$ cat config.mk
export PLATFORM = sky130hd
export DESIGN_NAME = wmss_cell
export DESIGN_NICKNAME = d
export VERILOG_FILES = /design/src/sv/wmss_pkg.sv /design/src/sv/wmss_cell.sv
export SDC_FILE = /design/constraint.sdc
export NUM_CORES = 1
export LEC_CHECK = 0
export BUFFER_PORTS_ARGS = -buffer_cell sky130_fd_sc_hd__buf_2
export CAP_MARGIN = 20
export CORE_ASPECT_RATIO = 1.2
export CORE_MARGIN = 2
export CORE_UTILIZATION = 35
export CTS_CLUSTER_SIZE = 8
export DETAILED_ROUTE_END_ITERATION = 6
export SLEW_MARGIN = 20
export SYNTH_ARGS = -nofsm -noshare
export SYNTH_HDL_FRONTEND = slang
export SYNTH_SLANG_ARGS = --single-unit
$ cat constraint.sdc
create_clock -name aclk -period 8.3 [get_ports aclk]
set_input_delay 1.245 -clock aclk [delete_from_list [all_inputs] [get_ports aclk]]
set_output_delay 1.245 -clock aclk [all_outputs]
set_load 0.01 [all_outputs]
$ cat src/sv/wmss_pkg.sv
`timescale 1ns / 1ps
// ----------------------------------------------------------------------------
// wmss_pkg
// Shared types and constants of the windowed maximum subsequence sum block.
// ----------------------------------------------------------------------------
package wmss_pkg;

    localparam int SUM_W = 32;
    localparam int IDX_W = 16;
    localparam int WIN_W = 7;

    localparam logic signed [SUM_W-1:0] SUM_MAX = {1'b0, {(SUM_W-1){1'b1}}};

    localparam logic [1:0] OP_HOLD   = 2'd0;
    localparam logic [1:0] OP_SHIFT  = 2'd1;
    localparam logic [1:0] OP_UPDATE = 2'd2;
    localparam logic [1:0] OP_CLEAR  = 2'd3;

    typedef struct packed {
        logic                    valid;
        logic [IDX_W-1:0]        idx;
        logic signed [SUM_W-1:0] sum;
    } entry_t;

    typedef struct packed {
        logic [1:0]              op;
        logic signed [SUM_W-1:0] cur;
        logic [IDX_W-1:0]        idx;
        logic                    cur_pos;
        logic                    shift_full;
    } cell_ctrl_t;

endpackage

$ cat src/sv/wmss_cell.sv
`timescale 1ns / 1ps
// ----------------------------------------------------------------------------
// wmss_cell
// One queue cell: holds a candidate, compares against the new sum, and
// shifts, keeps, loads or drops its entry.
// ----------------------------------------------------------------------------
module wmss_cell
    import wmss_pkg::*;
(
    input  logic       aclk,
    input  logic       aresetn,
    input  cell_ctrl_t ctrl,
    input  entry_t     right_in,
    input  logic       left_keep,
    output entry_t     ent,
    output logic       keep
);

    logic                    valid_reg;
    logic [IDX_W-1:0]        idx_reg;
    logic signed [SUM_W-1:0] sum_reg;
    logic                    load_new;

    assign keep     = valid_reg && !(sum_reg < ctrl.cur);
    assign load_new = ctrl.cur_pos && left_keep;

    always_ff @(posedge aclk) begin
        if (!aresetn) begin
            valid_reg <= 1'b0;
        end else begin
            case (ctrl.op)
                OP_SHIFT: begin
                    valid_reg <= right_in.valid;
                end
                OP_UPDATE: begin
                    if (ctrl.shift_full) begin
                        valid_reg <= right_in.valid;
                    end else if (!keep) begin
                        valid_reg <= load_new;
                    end
                end
                OP_CLEAR: begin
                    valid_reg <= 1'b0;
                end
                default: begin
                    valid_reg <= valid_reg;
                end
            endcase
        end
    end

    always_ff @(posedge aclk) begin
        case (ctrl.op)
            OP_SHIFT: begin
                idx_reg <= right_in.idx;
                sum_reg <= right_in.sum;
            end
            OP_UPDATE: begin
                if (ctrl.shift_full) begin
                    idx_reg <= right_in.idx;
                    sum_reg <= right_in.sum;
                end else if (!keep && load_new) begin
                    idx_reg <= ctrl.idx;
                    sum_reg <= ctrl.cur;
                end
            end
            default: begin
                idx_reg <= idx_reg;
            end
        endcase
    end

    assign ent = '{valid: valid_reg, idx: idx_reg, sum: sum_reg};

endmodule

==> results.md <==
- Total of max-cap violations: 0
- Starting DRT DRC Count: 77
- Synth Register Bits: about 50
- Tcrit/Tclk final: 55.1%
- Clock slew at reported path FFs: ~0.090 ns
- Crit path capture type: output port
- WHS: approximately 0.74 ns
- CTS sink cnt: between 40 and 50
- Clock root cell: clkbuf_8
- Hold_buf cts: 0
- Detailed placement HPWL: between 5 and 6 mm
- CP max stage cell: or3_2
- HP Start: valid_reg
- Status: complete, no violations
- Routing usage on met1: ~16%
- Critical path, cell by cell: buf_2 > inv_1 > ha_1 > nand4_1 > nor2_1 > a221oi_1 > o211ai_2 > or3_2 > a21boi_2 > buf_2
- GRT busiest layer: met2
- DR pass1 iterations: 4
- Initial antenna violation count: 0
- Vias in the first global route: about 2500
- Largest register FFs: 32
- Worst slew margin: 54.5%
- Sequential share of the synthesized area: 48.3%
- Clk_skew: ~0.0045 ns
- Commonest cells post-synth: 48 x edfxtp_1, 48 x mux2_2, 32 x inv_1
- Antenna viol nets, final: 0
- Min Tclk post-route: between 4 and 5 ns
- First-pass GRT wire length: between 10 and 15 mm
- Finished Layout Cells: about 500
- HP Class: flip-flop to flip-flop
- Post-Route WL: about 7.0 mm
- Worst hold path endpoint: valid_reg
- Hold path depth: 4
- Setup CP Type: primary input to output port
- F_max: between 200 and 250 MHz
- Grt total ovfl: 0
- Post-CTS Setup Bufs: 0
- M3 GR Usage: roughly 3.8%
- EDFF count, synth: 48
- Reg2Reg Depth: 8
- Worst vdd ir: ~0.078 mV
- Setup_tns: 0 ns
- Critical path's largest stage delay: ~0.47 ns
- Most common cell on crit path: buf_2
- Remaining DRCs: 0
- Leak Pwr: roughly 1.9 nW
- Syn-to-layout area delta: 34.0%
- Fraction of layout cells with a size suffix above 1: between 50% and 60%
- Gr usage total: between 15 and 20%
- CTS tree: done
- Core footprint: roughly 8500 um^2
- Final setup violation count: 0
- Wire per inst: around 14 um
- Die Height: 106 um
- Largest net degree at the start of global routing: 49
- Primary FF master, synth: edfxtp_1
- FF-to-FF End: idx_reg[13]
- Area leader, netlist: edfxtp_1
- Final #Nets: 531
- Synth top area share: between 40% and 50%
- Clk Latency, worst-skew pair: approximately 0.31 ns
- Startpoint Class: primary input
- PD cells: around 150 nW/um^2
- Placed cells: just over 500
- Mapped Cells: 240
- IO Pins: 154
- Syn Nets: roughly 380
- FF-to-FF setup slack: 5.20 ns
- Tightest Pin Transition: between 0.6 and 0.7 ns
- Arr. time, crit path: 3.33 ns
- Full die area: 9410 um^2
- # rows: 37
- Reg-to-Reg Start: sum_reg[31]
- H-Tree Depth: 2
- RSZ-0062 raised after global routing: false
- Vias/cell: 4.70
- Hold Fails Final Rpt: 0
- Area contributors post-synth: edfxtp_1 48%, mux2_2 18%, ha_1 13%, inv_1 4.0%, a21oi_1 2.3%
- Post-DP Area: 3940 um^2
- Post-cts sizing count: 0
- Met2 usage: 27.9%
- Asr flop ratio synth: 0%
- Cell Area, Synth: just over 3000 um^2
- Longest Clk Path Bufs: 2
- Syn Area/Cell: between 10 and 15 um^2
- PortBufs: approximately 150
- Yosys warns: 0
- CP delay by family, top: simple AND/OR/NAND/NOR gates
- Slew Limit Fails: 0
- TritonCTS Buffers: 5
- Vias post-DR: 2416
- Unique cell type count in the Yosys netlist: 38
- Placer's final routability congestion estimate: around 0.73
- Buf+Inv Stages, Crit Path: 3
- Worst endpoint required time: roughly 7.1 ns
- Finished Cell Area: 4050 um^2
- Worst-path fanout max: 6
- Antenna cell count: 0
- Initial core utilization: a little over a third
- Die X: just under 90 um
## metal layers
metal	vias to the layer above	routed length, um
met5	-	0
met4	0	108
met3	9	471
met2	88	3850
met1	1121	2560
li1	1198	-
## kinds of logic after synthesis
| kind of cell | Yosys count | synth area share [%] |
|---|---|---|
| flops | 49 | 48.3 |
| mux | 49 | 18.2 |
| fa+ha+maj | 31 | 12.8 |
| simple gates | 39 | 6.82 |
| compound gates | 34 | 8.93 |
| buf+inv | 38 | 4.92 |
## how the worst max path moves through the flow
stage | start | end | slack, ns | depth (start not counted)
2_1_floorplan | ctrl[49] | idx_reg[0] | 1.59 | 8
5_1_grt | ctrl[49] | keep | 3.56 | 10
4_1_cts | ctrl[49] | keep | 3.71 | 10
3_3_place_gp | ctrl[49] | keep | 3.79 | 10
3_5_place_dp | ctrl[49] | keep | 3.70 | 10
6_report | ctrl[49] | keep | 3.73 | 10
## layout make-up
| cell class | instances | area, um^2 |
|---|---|---|
| Multi-Input combinational cell | 153 | 1440 |
| Tap cell | 117 | 146 |
| Timing Repair Buffer | 155 | 781 |
| Fill cell | 833 | 4420 |
| Inverter | 32 | 120 |
| Clock inverter | 3 | 41.3 |
| Clock buffer | 5 | 68.8 |
| Sequential cell | 49 | 1460 |
## worst reg2reg max path: stages, from the launching register on
cell,delay (ns)
edfxtp_1,0.41
ha_1,0.41
nand4_1,0.21
nor4_2,0.38
nand2_1,0.11
o211ai_2,0.18
a2bb2o_4,0.26
a211oi_4,0.18
buf_4,0.55
## cells in the final DEF (no fill, tap or decap), types with 2 or more instances in the layout
master and n:
nor2_1 9, inv_1 32, nand3_1 2, nand2b_1 3
mux2_2 48, ha_1 31, clkbuf_8 5, edfxtp_1 48
o21a_1 2, buf_2 153, nand4_1 4, nand2_1 13
o21ai_0 3, a21oi_1 14, buf_4 2
## where the power goes
group          leakage (nW)  switching (mW)  internal, mW
combinational          1.35          0.0665        0.0665
sequential            0.467         0.00749         0.295
clock                0.0518          0.0859        0.0889
## metrics by stage
stage	worst slack, ns	util, %	total power [mW]
global placement	3.79	46.6	0.440
finish	3.73	47.9	0.610
CTS	3.71	47.9	0.620
floorplan	1.59	-	0.385
global route	3.56	47.9	0.641
detailed placement	3.70	46.6	0.443
Note: power is estimated with default switching activity, not from simulation.
